$ cat config.mk
export PLATFORM = sky130hd
export DESIGN_NAME = iupac_aware_mismatch_counter_flat
export DESIGN_NICKNAME = d
export VERILOG_FILES = /design/src/rtl/core/iamc_pkg.sv /design/src/rtl/core/iamc_col_if.sv /design/src/rtl/core/iamc_cnt_if.sv /design/src/rtl/core/iupac_aware_mismatch_counter.sv /design/src/flat_wrapper.sv
export SDC_FILE = /design/constraint.sdc
export NUM_CORES = 1
export LEC_CHECK = 0
export ABC_AREA = 1
export BUFFER_PORTS_ARGS = -buffer_cell sky130_fd_sc_hd__buf_4
export CAP_MARGIN = 20
export CORE_MARGIN = 2
export CORE_UTILIZATION = 30
export CTS_CLUSTER_SIZE = 28
export DETAILED_ROUTE_END_ITERATION = 16
export PLACE_DENSITY = 0.46
export RECOVER_POWER = 50
export SYNTH_ARGS = -nofsm -noshare
export SYNTH_HDL_FRONTEND = slang
export SYNTH_SLANG_ARGS = --single-unit
$ cat constraint.sdc
create_clock -name i_clk -period 3 [get_ports i_clk]
set_clock_uncertainty 0.15 [all_clocks]
set_input_delay 0.3 -clock i_clk [delete_from_list [all_inputs] [get_ports i_clk]]
set_output_delay 0.3 -clock i_clk [all_outputs]
set_load 0.1 [all_outputs]
$ cat src/rtl/core/iamc_pkg.sv
`default_nettype none
// ----------------------------------------------------------------------------
// iamc_pkg
// Shared types, character codes, the ambiguity-code cover function and
// the column mismatch function for the IUPAC-aware mismatch counter.
// ----------------------------------------------------------------------------
package iamc_pkg;

    localparam int BASE_W = 8;
    localparam int OUT_W  = 16;

    typedef logic [BASE_W-1:0] t_base;
    typedef logic [OUT_W-1:0]  t_out_count;

    localparam t_base CH_N    = "N";
    localparam t_base CH_GAP  = "-";
    localparam t_base CH_DOT  = ".";
    localparam t_base CH_A    = "A";
    localparam t_base CH_C    = "C";
    localparam t_base CH_G    = "G";
    localparam t_base CH_T    = "T";
    localparam t_base CH_Y    = "Y";
    localparam t_base CH_R    = "R";
    localparam t_base CH_S    = "S";
    localparam t_base CH_W    = "W";
    localparam t_base CH_M    = "M";
    localparam t_base CH_K    = "K";
    localparam t_base CH_V    = "V";
    localparam t_base CH_H    = "H";
    localparam t_base CH_D    = "D";
    localparam t_base CH_B    = "B";

    // true when ambiguity code covers the plain base
    function automatic logic code_covers(input t_base code, input t_base base);
        logic is_a, is_c, is_g, is_t, res;
        is_a = (base == CH_A);
        is_c = (base == CH_C);
        is_g = (base == CH_G);
        is_t = (base == CH_T);
        case (code)
            CH_Y: res = is_c | is_t;
            CH_R: res = is_g | is_a;
            CH_S: res = is_c | is_g;
            CH_W: res = is_t | is_a;
            CH_M: res = is_a | is_c;
            CH_K: res = is_t | is_g;
            CH_V: res = is_c | is_a | is_g;
            CH_H: res = is_t | is_a | is_c;
            CH_D: res = is_t | is_a | is_g;
            CH_B: res = is_c | is_t | is_g;
            default: res = 1'b0;
        endcase
        return res;
    endfunction

    function automatic logic column_mismatch(input t_base a, input t_base b);
        logic equiv;
        equiv = ((a == CH_N) && (b != CH_GAP)) || ((b == CH_N) && (a != CH_GAP)) ||
                code_covers(a, b) || code_covers(b, a) ||
                ((a == CH_DOT) && (b == CH_GAP)) || ((b == CH_DOT) && (a == CH_GAP));
        return (a != b) && !equiv;
    endfunction

endpackage
`default_nettype wire

$ cat src/rtl/core/iamc_col_if.sv
`default_nettype none
// ----------------------------------------------------------------------------
// iamc_col_if
// Column channel: one byte of each aligned sequence plus the last flag.
// ----------------------------------------------------------------------------
interface iamc_col_if;
    import iamc_pkg::*;

    logic  valid;
    logic  ready;
    t_base base_a;
    t_base base_b;
    logic  last_column;

    modport source (output valid, output base_a, output base_b, output last_column,
                    input ready);
    modport sink   (input valid, input base_a, input base_b, input last_column,
                    output ready);
endinterface
`default_nettype wire

$ cat src/rtl/core/iamc_cnt_if.sv
`default_nettype none
// ----------------------------------------------------------------------------
// iamc_cnt_if
// Result channel: mismatch total of one compared pair.
// ----------------------------------------------------------------------------
interface iamc_cnt_if;
    import iamc_pkg::*;

    logic       valid;
    logic       ready;
    t_out_count mismatch_count;

    modport source (output valid, output mismatch_count, input ready);
    modport sink   (input valid, input mismatch_count, output ready);
endinterface
`default_nettype wire

$ cat src/rtl/core/iupac_aware_mismatch_counter.sv
`default_nettype none
// ----------------------------------------------------------------------------
// iupac_aware_mismatch_counter
// Counts non-equivalent differing columns of two aligned sequences.
// ----------------------------------------------------------------------------
// Takes one column beat per cycle. Each beat is registered, classified by a
// small compare table (N wildcard, two- and three-base ambiguity codes, dot
// against gap) and added to a saturating counter of COUNT_WIDTH bits. The
// beat flagged last_column produces one result beat holding the total
// (low 16 bits) and clears the counter. A last beat passes the column
// register, then the result register. One column is accepted every cycle;
// the input only stalls when a last column waits behind an untaken result.
module iupac_aware_mismatch_counter #(
    parameter int COUNT_WIDTH = 16
) (
    input  wire             i_clk,
    input  wire             i_rst_n,
    iamc_col_if.sink        i_col,
    iamc_cnt_if.source      o_cnt
);
    import iamc_pkg::*;

    typedef logic [COUNT_WIDTH-1:0] t_count;

    // column register
    logic   r_s1_valid;
    t_base  r_s1_a;
    t_base  r_s1_b;
    logic   r_s1_last;

    t_count     r_count;
    t_count     n_count;
    logic       r_out_valid;
    t_out_count r_out_count;
    t_out_count n_out_count;

    logic s1_advance;
    logic s1_mismatch;

    // non-last beats never need the result register
    assign s1_advance = r_s1_valid && (!r_s1_last || !r_out_valid || o_cnt.ready);
    assign i_col.ready = !r_s1_valid || s1_advance;

    assign s1_mismatch = column_mismatch(r_s1_a, r_s1_b);

    always_comb begin
        n_count = r_count;
        if (s1_mismatch && (r_count != {COUNT_WIDTH{1'b1}})) begin
            n_count = r_count + t_count'(1);
        end
    end

    generate
        if (COUNT_WIDTH >= OUT_W) begin : g_trunc
            assign n_out_count = n_count[OUT_W-1:0];
        end else begin : g_ext
            assign n_out_count = {{(OUT_W-COUNT_WIDTH){1'b0}}, n_count};
        end
    endgenerate

    always_ff @(posedge i_clk) begin
        if (!i_rst_n) begin
            r_s1_valid  <= 1'b0;
            r_out_valid <= 1'b0;
            r_count     <= '0;
        end else begin
            if (i_col.valid && i_col.ready) begin
                r_s1_valid <= 1'b1;
            end else if (s1_advance) begin
                r_s1_valid <= 1'b0;
            end

            if (s1_advance) begin
                r_count <= r_s1_last ? '0 : n_count;
            end

            if (s1_advance && r_s1_last) begin
                r_out_valid <= 1'b1;
            end else if (o_cnt.ready) begin
                r_out_valid <= 1'b0;
            end
        end
    end

    always_ff @(posedge i_clk) begin
        if (i_col.valid && i_col.ready) begin
            r_s1_a    <= i_col.base_a;
            r_s1_b    <= i_col.base_b;
            r_s1_last <= i_col.last_column;
        end
        if (s1_advance && r_s1_last) begin
            r_out_count <= n_out_count;
        end
    end

    assign o_cnt.valid          = r_out_valid;
    assign o_cnt.mismatch_count = r_out_count;

endmodule
`default_nettype wire

$ cat src/flat_wrapper.sv
// flat-port wrapper written by rule: the top's interface ports become plain ports
module iupac_aware_mismatch_counter_flat import iamc_pkg::*;
#(
    parameter int COUNT_WIDTH = 16
)
  (i_clk, i_rst_n, i_col_valid, i_col_base_a, i_col_base_b, i_col_last_column, i_col_ready, o_cnt_valid, o_cnt_mismatch_count, o_cnt_ready);
  iamc_col_if i_col_i ();
  iamc_cnt_if o_cnt_i ();
  input  wire i_clk;
  input  wire i_rst_n;
  input wire logic [$bits(i_col_i.valid)-1:0] i_col_valid;
  input wire logic [$bits(i_col_i.base_a)-1:0] i_col_base_a;
  input wire logic [$bits(i_col_i.base_b)-1:0] i_col_base_b;
  input wire logic [$bits(i_col_i.last_column)-1:0] i_col_last_column;
  output wire logic [$bits(i_col_i.ready)-1:0] i_col_ready;
  output wire logic [$bits(o_cnt_i.valid)-1:0] o_cnt_valid;
  output wire logic [$bits(o_cnt_i.mismatch_count)-1:0] o_cnt_mismatch_count;
  input wire logic [$bits(o_cnt_i.ready)-1:0] o_cnt_ready;
  assign i_col_i.valid = i_col_valid;
  assign i_col_i.base_a = i_col_base_a;
  assign i_col_i.base_b = i_col_base_b;
  assign i_col_i.last_column = i_col_last_column;
  assign i_col_ready = i_col_i.ready;
  assign o_cnt_valid = o_cnt_i.valid;
  assign o_cnt_mismatch_count = o_cnt_i.mismatch_count;
  assign o_cnt_i.ready = o_cnt_ready;
  iupac_aware_mismatch_counter #(.COUNT_WIDTH(COUNT_WIDTH)) u_core (.i_clk(i_clk), .i_rst_n(i_rst_n), .i_col(i_col_i), .o_cnt(o_cnt_i));
endmodule
Yosys cells after proc, flatten, opt, wreduce, memory -nomap -nowiden. Index checks and enable logic that the tools add are counted.

Bits in registers: 51. Input bits: 21. Word-level logic and storage cells: 97.

Add/subtract/negate cells: 1. Eq/ne operators: 38. Muxes and demuxes: 8. Bitwise logic cells: 20. Reduce and logical (&&, ||, !) cells: 23.

Operators with widths (number): 8-bit by 7-bit equality test with 1-bit output (second input constant) (30); 8-bit by 6-bit equality test with 1-bit output (second input constant) (4); 16-bit two-way mux (2); 1-bit OR (20); 1-bit case mux with 10 select lines (2); 16-bit by 1-bit adder with 16-bit output (second input constant) (1); 16-bit inequality test (second input constant) (1); 8-bit by 6-bit inequality test with 1-bit output (second input constant) (2); 1-bit logical AND (9); 1-bit logical OR (8); 8-bit inequality test (1); 1-bit zero test (4); 1-bit two-way mux (4); 2-bit nonzero test (2).

Longest topological paths before layout. Gate-level depths: netlist (run 1).

Depth in word-level cells: 13. Mapped depth: 19. Gate-level depth less buffers: 17.

Least setup slack after synthesis (run 1). OpenSTA, ideal clock, no wires.

Kind: flip-flop to flip-flop. Start point: register u_core.r_out_valid (netlist: u_core.o_cnt.valid). End point: register u_core.r_s1_a[0] (enable). Library setup time: 324 ps. Data arrival time: 2787 ps. Required time: 2526 ps. Slack: -261 ps. Stages on the path, launching flop included: 4. Path buffers: 0. Cell sequence: dfxtp_1 > nand4_1 > nand2_1 > inv_1.

Longest elaborated chain between the ends: 6.

RTL lines: start: declaration (line iupac_aware_mismatch_counter.sv:33) `logic r_out_valid;`; start signal: assignment (line iupac_aware_mismatch_counter.sv:64) `r_out_valid <= 1'b0;`; start signal: assignment (line iupac_aware_mismatch_counter.sv:78) `r_out_valid <= 1'b1;`; start signal: assignment (line iupac_aware_mismatch_counter.sv:80) `r_out_valid <= 1'b0;`; 1-bit zero test (line iupac_aware_mismatch_counter.sv:41) `assign s1_advance = r_s1_valid && (!r_s1_last || !r_out_valid || o_cnt.ready);`; 1-bit logical OR (2 in series) (line iupac_aware_mismatch_counter.sv:41); 1-bit logical AND (line iupac_aware_mismatch_counter.sv:41); 1-bit logical OR (line iupac_aware_mismatch_counter.sv:42) `assign i_col.ready = !r_s1_valid || s1_advance;`; named net i_col_ready (line flat_wrapper.sv:15) `output wire logic [$bits(i_col_i.ready)-1:0] i_col_ready;`; 1-bit logical AND (line iupac_aware_mismatch_counter.sv:86) `if (i_col.valid && i_col.ready) begin`; end signal: assignment (line iupac_aware_mismatch_counter.sv:87) `r_s1_a <= i_col.base_a;`; end: declaration (line iupac_aware_mismatch_counter.sv:27) `t_base r_s1_a;`.

The timed path passes the listed nets, and every way through them passes these cells. A chain may end at the register's enable or synchronous reset.

Worst setup path in the final report (run 1).
Start point: register u_core.r_s1_a[1]. End point: register u_core.r_out_count[6] (netlist: u_core.o_cnt.mismatch_count[6]), data pin.

Longest elaborated chain between the ends: 11.

RTL lines: 8-bit by 7-bit equality test with 1-bit output (tied with other cells) (line iamc_pkg.sv:37) `is_c = (base == CH_C);`; 1-bit OR (tied with other cells) (line iamc_pkg.sv:41, iamc_pkg.sv:50); 1-bit OR (tied with other cells) (line iamc_pkg.sv:50) `CH_B: res = is_c | is_t | is_g;`; 1-bit case mux with 10 select lines or 1-bit logical OR (tied branches) (line iamc_pkg.sv:40, iamc_pkg.sv:58); 1-bit logical OR (2 in series) (line iamc_pkg.sv:59) `code_covers(a, b) || code_covers(b, a) ||`; 1-bit logical OR (line iamc_pkg.sv:60) `((a == CH_DOT) && (b == CH_GAP)) || ((b == CH_DOT) && (a == CH_GAP));`; 1-bit zero test (line iamc_pkg.sv:61) `return (a != b) && !equiv;`; 1-bit logical AND * (line iamc_pkg.sv:61); 1-bit logical AND * (line iupac_aware_mismatch_counter.sv:48) `if (s1_mismatch && (r_count != {COUNT_WIDTH{1'b1}})) begin`; 16-bit two-way mux * (line iupac_aware_mismatch_counter.sv:48); named net u_core.n_count[6] (line iupac_aware_mismatch_counter.sv:32) `t_count n_count;`; end signal: assignment (line iupac_aware_mismatch_counter.sv:92) `r_out_count <= n_out_count;`; end: declaration (line iupac_aware_mismatch_counter.sv:34) `t_out_count r_out_count;`.

The timed path passes the listed nets; every way through them passes the cells marked *.

==> key figures, run 1 <==
Floorplan
  – Total core area: 0.0103 sq mm
  – Area of the die: approximately 0.011 sq mm
  – Site Rows: 37
  – Initial core utilization: roughly 31%
  – Die extent in y: about 110 um
  – Total I/O pin count: 39
  – DIE WIDTH: ~110 um

Placement
  – Placed wire-length estimate after detailed placement: about 5.6 mm
  – Quantity of I/O buffers inserted on ports: 38
  – Routability congestion estimate: approximately 0.81

Layout
  – Number of inserted filler cells in the final layout: approximately 1.1k
  – Share of post-route cells with drive strength above 1: 14.1%
  – Final nets: 503
  – Ant. Diodes: 0
  – Synth-to-Final Area Change: 16.9%

Synthesis
  – Register area share after synthesis: between 40% and 50%
  – Biggest area contributors in the synthesized netlist: sky130_fd_sc_hd__edfxtp_1 (31%), sky130_fd_sc_hd__nand2_1 (19%), sky130_fd_sc_hd__dfxtp_1 (11%)
  – Netlist Area Pre-Place: around 0.0032 sq mm
  – Top cell type by total area after synthesis: sky130_fd_sc_hd__edfxtp_1
  – Post-Synthesis Net Count: 454
  – Most frequent cell after synthesis: sky130_fd_sc_hd__nand2_1
  – Count of cell types in the netlist: 35
  – EDFF count, synth: 33
  – Mean instance size in the synthesized netlist: 7.35 sq um
  – Synth warn: 0
  – Async S/R FF share, synth: 0%
  – Flip-flop and latch count after synthesis: just over 50
  – Ys flop type: sky130_fd_sc_hd__edfxtp_1
  – Post-Syn Instances: 432
  – Ranking of synthesized cells by instance count: sky130_fd_sc_hd__nand2_1 (162), sky130_fd_sc_hd__inv_1 (39), sky130_fd_sc_hd__nor2_1 (39)
  – Top cell type's share of synthesized area: 31.2%

Drt
  – Iteration count of the initial detailed-routing pass: 4
  – Drc violations: 0
  – Total Wirelength: just under 8 mm
  – Routed length per placed instance: about 13 um
  – Average via count per standard cell: 4.61
  – Number of design-rule violations left by the first detailed-router iteration: 146
  – Routed Antenna Nets: 0
  – Via count: 2,851

Setup path
  – Setup Crit Path Kind: flip-flop to flip-flop
  – Worst setup EP type: flip-flop
  – Worst R2R Setup Slack: just over 0.5 ns
  – CP delay by family, top: simple AND/OR/NAND/NOR gates
  – Required time of the worst setup path: 2.92 ns
  – FF-to-FF path depth: 12
  – Crit Path Max Fanout: 17
  – Crit Reg-Reg Startpoint: u_core.r_s1_a[1]
  – R2R Path End: u_core.o_cnt.mismatch_count[6]
  – CP bufs+invs: 1
  – Series of cell instances along the critical path: inv_1, nand2_1, nor2_1, nand2_1, nor2_1, o21ai_1, nor2_2, nand2_4, nor2_8, nand3_4, nand2_1, nand2_1
  – CP arrival: approximately 2.4 ns
  – Largest stage delay on the critical path: 0.48 ns
  – Worst-path cell with the longest stage delay: sky130_fd_sc_hd__edfxtp_1
  – Kind of launch point of the worst setup path: flip-flop
  – Most common cell on crit path: sky130_fd_sc_hd__nand2_1

CTS
  – Clock sink count: between 50 and 60
  – Clock input transition at the sequential cells of the worst setup and hold paths: 0.10 ns
  – Clock insertion delay at the later pin of the skew report: just over 0.3 ns
  – Clk buf depth: 2
  – Hold-fix buffers, CTS: 0
  – CTS H-Tree Depth: 2
  – CTS resizes: 0
  – Post-CTS setup buffers: 0
  – Clock tree from TritonCTS: built
  – Root cell of the clock tree: sky130_fd_sc_hd__clkbuf_8
  – Total clock buffers created by CTS: 5

STA
  – Worst relative slew slack: about a fifth
  – Pins Over Slew Limit: 0
  – Slew at the pin closest to its max-slew limit: around 1.2 ns
  – Highest clock frequency the design can meet: roughly 0.4 GHz
  – Smallest hold slack: 0.0364 ns
  – Fraction of the cycle the final worst path needs: between 80% and 90%
  – Summed negative setup slack over all endpoints: 0 ns
  – # setup viols final: 0
  – Post-layout min period: between 2 and 2.5 ns
  – Hold violation total from the final report: 0
  – RSZ-0062 raised after global routing: no

Hold path
  – HP Start: i_col_base_a[5]
  – Worst hold endpoint: u_core.r_s1_a[5]
  – Class of the tightest hold or removal check: input port to flip-flop
  – Hold Path Cell Cnt: 1

Job
  – Max-cap check violation count: 0

Pwr
  – Total power divided by cell area: ~370 mW/mm^2
  – Worst voltage drop across the vdd grid: 192 uV
  – Standby leakage power: between 0.0015 and 0.002 uW

Global route
  – Largest net degree at the start of global routing: 18
  – Number of global-route vias before repair: 2,605
  – Grt total ovfl: 0
  – Overall track demand over capacity in global routing: 13.9%
  – Number of antenna violations at the first check in global routing: 0
  – Wire length of the first global-routing pass: ~13 mm

Outcome
  – Status: finished clean
==> state kept, by name, indices dropped and copies added (netlist names) <==
register / flops
u_core.o_cnt.mismatch_count: 16
u_core.r_count: 16
u_core.r_s1_a: 8
u_core.r_s1_b: 8
u_core.o_cnt.valid: 1
u_core.r_s1_last: 1
u_core.r_s1_valid: 1
==> final cells by class <==
type	instances	area (sq um)	area share [%]
Clock buffer	7	86.3	2.33
Clock inverter	1	8.76	0.236
Inverter	52	195	5.26
Multi-Input combinational cell	320	1560	42.1
Sequential cell	51	1350	36.4
Tap cell	136	170	4.59
Timing Repair Buffer	51	334	9.00
==> metrics by stage <==
step | area [sq um] | total power, uW | cells | util [%] | setup slack (ns)
4_1_cts | 3690 | 1370 | 609 | 35.9 | 0.526
6_report | 3710 | 1370 | 618 | 36.1 | 0.511
2_1_floorplan | 3180 | 884 | 432 | - | 0.186
3_3_place_gp | 3600 | 933 | 601 | 35.0 | 0.554
3_5_place_dp | 3600 | 935 | 601 | 35.0 | 0.539
5_1_grt | 3710 | 1430 | 618 | 36.1 | 0.223
==> cell usage in the layout (no fill, tap or decap), types with 5 or more instances in the layout <==
cell                            synthesis  routed
sky130_fd_sc_hd__nand2_1              162     162
sky130_fd_sc_hd__inv_1                 39      39
sky130_fd_sc_hd__nor2_1                39      39
sky130_fd_sc_hd__edfxtp_1              33      33
sky130_fd_sc_hd__nand4_1               25      25
sky130_fd_sc_hd__nand3_1               20      20
sky130_fd_sc_hd__clkbuf_1               2      20
sky130_fd_sc_hd__clkbuf_4               0      17
sky130_fd_sc_hd__dfxtp_1               18      17
sky130_fd_sc_hd__a21oi_1               16      16
sky130_fd_sc_hd__nand2_2               12      12
sky130_fd_sc_hd__inv_2                 11      11
sky130_fd_sc_hd__xor2_1                11      11
sky130_fd_sc_hd__dlygate4sd3_1          0       9
sky130_fd_sc_hd__clkbuf_8               0       6
sky130_fd_sc_hd__buf_4                  1       6
sky130_fd_sc_hd__nor2_2                 5       5
==> kinds of logic after synthesis <==
| logic type | synth area share (%) |
|---|---|
| adders and majority gates | 0.394 |
| DFF | 42.6 |
| xor gates and xnor gates | 4.14 |
| AOI/OAI and AO/OA | 4.85 |
| and+or+nand+nor | 39.9 |
| buffers and inverters | 8.16 |
==> routing by layer <==
metal  global-route usage (%)  part of all wire, %  vias up  wire length (um)
met4                     3.43                  1.0        0                80
met2                     20.5                   41       68              3210
li1                         -                    -     1484                 -
met5                        0                    0        -                 0
met3                     2.25                  4.3        7               334
met1                     21.1                   53     1292              4150
==> worst register-to-register path, stage by stage, from the launching register on <==
cell and delay [ns]:
sky130_fd_sc_hd__edfxtp_1 0.48, sky130_fd_sc_hd__inv_1 0.14, sky130_fd_sc_hd__nand2_1 0.10, sky130_fd_sc_hd__nor2_1 0.17
sky130_fd_sc_hd__nand2_1 0.10, sky130_fd_sc_hd__nor2_1 0.09, sky130_fd_sc_hd__o21ai_1 0.09, sky130_fd_sc_hd__nor2_2 0.16
sky130_fd_sc_hd__nand2_4 0.08, sky130_fd_sc_hd__nor2_8 0.24, sky130_fd_sc_hd__nand3_4 0.25, sky130_fd_sc_hd__nand2_1 0.12
sky130_fd_sc_hd__nand2_1 0.08
==> worst max-delay path by stage <==
stage	cells after the start	to	from
after floorplan	3	u_core.r_s1_a[0]	u_core.o_cnt.valid
after global placement	12	u_core.o_cnt.mismatch_count[10]	u_core.r_s1_a[1]
after detailed placement	12	u_core.o_cnt.mismatch_count[13]	u_core.r_s1_a[1]
after CTS	14	u_core.r_count[15]	u_core.r_s1_a[1]
after global routing	13	u_core.r_count[2]	u_core.r_s1_a[1]
final	12	u_core.o_cnt.mismatch_count[6]	u_core.r_s1_a[1]
==> power breakdown <==
group | internal [uW] | total, uW | leakage, uW | switching [uW]
combinational | 47.3 | 139 | 0.00110 | 91.8
sequential | 765 | 784 | 0.000481 | 18.9
clock | 190 | 445 | 0.0000484 | 255
total | 1000 | 1370 | 0.00163 | 366
(Power assumes the default switching activity.)
==> inputs of run 2 (changes only) <==
Clock period 3 ns to 2.5 ns, I/O delays scaled along.
==> run 2 against run 1 <==
  * Sequential share of layout area is 2.5 points lower
  * Via count increased by 3.7%
  * Worst hold slack better by 0.037 ns
  * Maximum frequency up 6.2%
  * Design area up 7.6%
  * Largest cell class unchanged
  * Highest routed layer unchanged
==> key figures, run 2 (same netlist as run 1, synthesis figures left out) <==
Drt
  – Drc violations: 0
  – Via count: between 2k and 3k
  – Iteration count of the initial detailed-routing pass: 4
  – Routed length per placed instance: around 13 um
  – Routed Antenna Nets: 0
  – Average via count per standard cell: about 4.6
  – Number of design-rule violations left by the first detailed-router iteration: 171
  – Total Wirelength: 8.19 mm

Floorplan
  – Site Rows: 37
  – Area of the die: ~0.011 sq mm
  – Total I/O pin count: 39
  – Initial core utilization: 30.9%
  – Total core area: 0.0103 sq mm
  – Die extent in y: 107 um
  – DIE WIDTH: approximately 110 um

Placement
  – Post-Place Setup Slack: a little under 0.08 ns
  – Placed instance area: approximately 0.0036 sq mm
  – Routability congestion estimate: ~0.90
  – Placed wire-length estimate after detailed placement: between 5 and 6 mm
  – Quantity of I/O buffers inserted on ports: 38
  – Placed cell count: between 600 and 700

Hold path
  – Class of the tightest hold or removal check: input port to flip-flop

Pwr
  – Standby leakage power: roughly 0.0018 uW
  – Worst voltage drop across the vdd grid: around 210 uV
  – Total power divided by cell area: around 410 mW/mm^2

Layout
  – Highest-count cells in the layout ignoring fill and taps: sky130_fd_sc_hd__nand2_1 (160), sky130_fd_sc_hd__inv_1 (38), sky130_fd_sc_hd__nor2_1 (35), sky130_fd_sc_hd__edfxtp_1 (33), sky130_fd_sc_hd__nand4_1 (25)
  – Final core area utilization: 38.8%
  – Final nets: approximately 530
  – Number of inserted filler cells in the final layout: ~1.1k
  – Share of post-route cells with drive strength above 1: between 10% and 20%
  – Ant. Diodes: 0
  – Synth-to-Final Area Change: 25.8%
  – Final cell area excluding filler cells: 0.00399 sq mm
  – Non-filler instance count after layout: 644
  – Most frequent standard cell in the layout excluding fill and tap cells: sky130_fd_sc_hd__nand2_1

Setup path
  – Required time of the worst setup path: approximately 2.4 ns
  – Kind of launch point of the worst setup path: flip-flop
  – CP bufs+invs: 2
  – CP arrival: about 2.3 ns
  – Series of cell instances along the critical path: inv_1, nand2_1, nor2_2, nand2_1, nand2_1, nand2_1, nand2_1, o21ai_1, nor2_2, nand2_4, nor2_8, buf_12, nand4_1, and2_1
  – Largest stage delay on the critical path: between 0.5 and 0.6 ns
  – Worst setup EP type: flip-flop
  – Worst-path cell with the longest stage delay: sky130_fd_sc_hd__edfxtp_1
  – Crit Path Max Fanout: 16
  – Setup Crit Path Kind: flip-flop to flip-flop
  – Most common cell on crit path: sky130_fd_sc_hd__nand2_1
  – CP delay by family, top: simple AND/OR/NAND/NOR gates

CTS
  – Clock insertion delay at the later pin of the skew report: roughly 0.3 ns
  – Clk buf depth: 2
  – Clock input transition at the sequential cells of the worst setup and hold paths: roughly 0.10 ns
  – CTS H-Tree Depth: 2
  – Root cell of the clock tree: sky130_fd_sc_hd__clkbuf_8
  – Clock sink count: 51
  – Total clock buffers created by CTS: 5
  – Clock tree from TritonCTS: built

Job
  – Max-cap check violation count: 0

Global route
  – Overall track demand over capacity in global routing: about 15%
  – Largest net degree at the start of global routing: 18
  – Number of antenna violations at the first check in global routing: 0
  – Grt total ovfl: 0
  – Wire length of the first global-routing pass: approximately 13 mm
  – Number of global-route vias before repair: roughly 2.8k

STA
  – Fraction of the cycle the final worst path needs: a little over nine tenths
  – Worst relative slew slack: 21.3%
  – Highest clock frequency the design can meet: ~0.43 GHz
  – # setup viols final: 0
  – Post-layout min period: 2.34 ns
  – Slew at the pin closest to its max-slew limit: approximately 1.2 ns
  – Fin worst setup slack: 0.155 ns
  – Pins Over Slew Limit: 0
  – Summed negative setup slack over all endpoints: 0 ns
  – Hold violation total from the final report: 0
  – RSZ-0062 raised after global routing: yes

Outcome
  – Status: finished clean
-- run 2: cell types whose count changed in the layout (fill, tap and decap cells not counted), sizes merged --
cell,change
buf,+17
clkbuf,-1
dlygate4sd3,+9
nand3,+1
-- run 2: area by class of cell --
class                   count  area [sq um]  area share [%]
inverters                  52           195            4.89
clock buffers               7          86.3            2.16
flip-flops and latches     51          1360            33.9
well taps                 136           170            4.26
multi-input cells         321          1610            40.4
clock inverters             1          8.76           0.219
repair buffers             76           564            14.1
-- run 2: worst paths after layout --
path	cells after the start	startpoint	endpoint	slack, ns
hold reg to reg	2	u_core.r_count[15]	u_core.r_count[15]	0.35
hold / removal	3	i_col_valid	u_core.r_s1_valid	0.07
setup reg to reg	14	u_core.r_s1_b[6]	u_core.o_cnt.mismatch_count[2]	0.16
setup / recovery	14	u_core.r_s1_b[6]	u_core.o_cnt.mismatch_count[2]	0.16
-- run 2: through the flow --
| stage | total power (uW) | hold WS [ns] |
|---|---|---|
| 4_1_cts | 1670 | 0.0535 |
| 2_1_floorplan | 1060 | 0.197 |
| 3_3_place_gp | 1120 | 0.278 |
| 5_1_grt | 1730 | 0.0933 |
| 6_report | 1650 | 0.0738 |
| 3_5_place_dp | 1120 | 0.280 |
-- run 2: report_power, final --
part           internal, uW  switching [uW]
combinational          77.2             121
sequential              918            20.2
clock                   228             284
-- run 2: metal layers --
metal / global-route usage (%) / share of wire [%] / up-vias
met5: 0 / 0 / -
met4: 3.62 / 1.0 / 0
met3: 2.37 / 4.0 / 6
met2: 21.3 / 41 / 63
met1: 23.0 / 54 / 1353
li1: - / - / 1534
-- run 2: worst reg2reg max path, cell delays in order, from the launching register on --
cell and delay, ns:
sky130_fd_sc_hd__edfxtp_1 0.51, sky130_fd_sc_hd__inv_1 0.12, sky130_fd_sc_hd__nand2_1 0.07, sky130_fd_sc_hd__nor2_2 0.13, sky130_fd_sc_hd__nand2_1 0.07, sky130_fd_sc_hd__nand2_1 0.06, sky130_fd_sc_hd__nand2_1 0.04, sky130_fd_sc_hd__nand2_1 0.05
sky130_fd_sc_hd__o21ai_1 0.07, sky130_fd_sc_hd__nor2_2 0.15, sky130_fd_sc_hd__nand2_4 0.08, sky130_fd_sc_hd__nor2_8 0.17, sky130_fd_sc_hd__buf_12 0.16, sky130_fd_sc_hd__nand4_1 0.11, sky130_fd_sc_hd__and2_1 0.17
-- run 2: timing repair --
action	in CTS	in global routing
setup buffers	0	11
hold buffers	18	0
endpoints found under the hold margin	18	0
setup endpoints to repair	0	32
gates resized for setup	0	16
==> inputs of run 3 (changes only) <==
Settings changed: SETUP_SLACK_MARGIN set to 0.2.
==> run 3 against run 2 <==
  * Maximum frequency rose by 0.71%
  * First-iteration DRC count fell by 25%
  * Via count rose by 2.4%
  * Count of clock-buffer cells in the layout did not move
==> key figures, run 3 (same netlist as run 1, synthesis figures left out) <==
Drt
  – Number of design-rule violations left by the first detailed-router iteration: 129
  – Drc violations: 0
  – Via count: about 3k
  – Routed length per placed instance: ~13 um
  – Routed Antenna Nets: 0
  – Total Wirelength: 8.54 mm
  – Average via count per standard cell: 4.64
  – Iteration count of the initial detailed-routing pass: 4

Layout
  – Most frequent standard cell in the layout excluding fill and tap cells: sky130_fd_sc_hd__nand2_1
  – Number of inserted filler cells in the final layout: ~1.1k
  – Highest-count cells in the layout ignoring fill and taps: sky130_fd_sc_hd__nand2_1 (134), sky130_fd_sc_hd__nand2_2 (37), sky130_fd_sc_hd__inv_1 (35), sky130_fd_sc_hd__edfxtp_1 (33), sky130_fd_sc_hd__buf_4 (26)
  – Synth-to-Final Area Change: 33.1%
  – Share of post-route cells with drive strength above 1: between 20% and 30%
  – Sequential Area: ~0.0014 sq mm
  – Ant. Diodes: 0
  – Final nets: about 540
  – Area used by multi-input combinational logic: approximately 0.0018 sq mm

Global route
  – Largest net degree at the start of global routing: 18
  – Grt total ovfl: 0
  – Overall track demand over capacity in global routing: between 10% and 20%
  – Number of global-route vias before repair: between 2k and 3k
  – Number of antenna violations at the first check in global routing: 0
  – Wire length of the first global-routing pass: between 10 and 15 mm

Placement
  – Post-Place Setup Slack: between 0.07 and 0.08 ns
  – Routability congestion estimate: 0.898
  – Placed wire-length estimate after detailed placement: about 5.8 mm
  – Quantity of I/O buffers inserted on ports: 38

CTS
  – Root cell of the clock tree: sky130_fd_sc_hd__clkbuf_8
  – Clock input transition at the sequential cells of the worst setup and hold paths: around 0.1 ns
  – Total clock buffers created by CTS: 5
  – Clock tree from TritonCTS: built
  – Clk buf depth: 2
  – CTS H-Tree Depth: 2
  – Clock insertion delay at the later pin of the skew report: between 0.3 and 0.4 ns
  – Clock sink count: between 50 and 60

Floorplan
  – Area of the die: approximately 0.011 sq mm
  – Total I/O pin count: 39
  – DIE WIDTH: around 110 um
  – Initial core utilization: between 30% and 40%
  – Total core area: between 0.01 and 0.015 sq mm
  – Site Rows: 37
  – Die extent in y: 107 um

STA
  – Hold violation total from the final report: 0
  – Summed negative setup slack over all endpoints: 0 ns
  – Fin worst setup slack: roughly 0.17 ns
  – # setup viols final: 0
  – Post-layout min period: ~2.3 ns
  – Pins Over Slew Limit: 0
  – RSZ-0062 raised after global routing: yes
  – Highest clock frequency the design can meet: ~0.43 GHz
  – Fraction of the cycle the final worst path needs: between 90% and 100%
  – Worst relative slew slack: a little over a fifth
  – Slew at the pin closest to its max-slew limit: 1.18 ns

Setup path
  – Worst-path cell with the longest stage delay: sky130_fd_sc_hd__edfxtp_1
  – Most common cell on crit path: sky130_fd_sc_hd__nand2_1
  – Series of cell instances along the critical path: inv_2, nand2_1, nor2_4, buf_4, nand2_4, nand2_1, o21ai_1, nand2_1, nand2_2, nand2_2, nor2_8, buf_8, nand4_1, nand2_1, nand2_1, a21oi_1
  – CP arrival: around 2.4 ns
  – Worst setup EP type: flip-flop
  – Required time of the worst setup path: about 2.6 ns
  – Largest stage delay on the critical path: between 0.4 and 0.5 ns
  – Setup Crit Path Kind: flip-flop to flip-flop
  – Crit Path Max Fanout: 8
  – Kind of launch point of the worst setup path: flip-flop

Pwr
  – Total power divided by cell area: slightly below 400 mW/mm^2
  – Standby leakage power: around 0.0019 uW
  – Worst voltage drop across the vdd grid: 209 uV
  – Switching component of the power: 444 uW
  – Total power: roughly 1700 uW
  – Share of power burned in combinational logic: a little over an eighth
  – Fraction of power spent switching nets: between 20% and 30%
  – Clock network fraction of design power: slightly above 30%
  – Sequential power share: between 50 and 60%
  – Int Pwr: around 1200 uW

Outcome
  – Status: finished clean

Hold path
  – Class of the tightest hold or removal check: input port to flip-flop

Job
  – Max-cap check violation count: 0
==> run 3: final timing paths <==
kind	to	from	slack [ns]	cells past startpoint
worst max register to register	u_core.r_count[15]	u_core.r_s1_a[5]	0.17	16
worst min-delay path	u_core.r_s1_valid	i_col_valid	0.07	3
worst min register to register	u_core.r_count[15]	u_core.r_count[15]	0.35	2
worst max-delay path	u_core.r_count[15]	u_core.r_s1_a[5]	0.17	16
==> run 3: power groups by stage <==
stage	logic (uW)	registers, uW	clock network, uW
2_1_floorplan	83.2	977	0
3_3_place_gp	163	958	0
3_5_place_dp	164	958	0
4_1_cts	206	939	541
5_1_grt	241	944	574
6_report	219	940	518
==> run 3: critical path: cells and delay by family (launching register included) <==
family,cells,cell delay [ns]
simple gates,11,1.08
buf+inv,3,0.36
compound gates,2,0.24
flops,1,0.42
==> run 3: cell type report <==
class / count / share of cell area, %
clock buffers: 7 / 2.04
well taps: 136 / 4.03
clock inverters: 1 / 0.207
repair buffers: 84 / 15.5
flip-flops and latches: 51 / 32.1
inverters: 52 / 4.62
multi-input cells: 321 / 41.5
==> run 3: per-layer routing <==
layer / wire [um] / track usage [%] / vias to the layer above
met5: 0 / 0 / -
met4: 104 / 3.62 / 0
met3: 308 / 2.37 / 10
met2: 3610 / 22.6 / 52
met1: 4520 / 23.3 / 1406
li1: - / - / 1558
==> run 3: per-stage QoR <==
step	util (%)	instance area (sq um)	hold slack (ns)	cells
2_1_floorplan	-	3180	0.197	432
3_3_place_gp	35.4	3640	0.278	606
3_5_place_dp	35.4	3640	0.280	606
4_1_cts	40.0	4110	0.0535	641
5_1_grt	41.1	4220	0.0933	652
6_report	41.1	4220	0.0705	652
==> run 3: timing repair <==
action | in CTS | in global routing
buffers inserted | 7 | 9
pin swaps | 17 | 12
gates resized for setup | 31 | 39
hold endpoints to repair | 18 | 0
hold buffers | 18 | 0
endpoints found under the setup margin | 32 | 32
gates cloned | 2 | 2
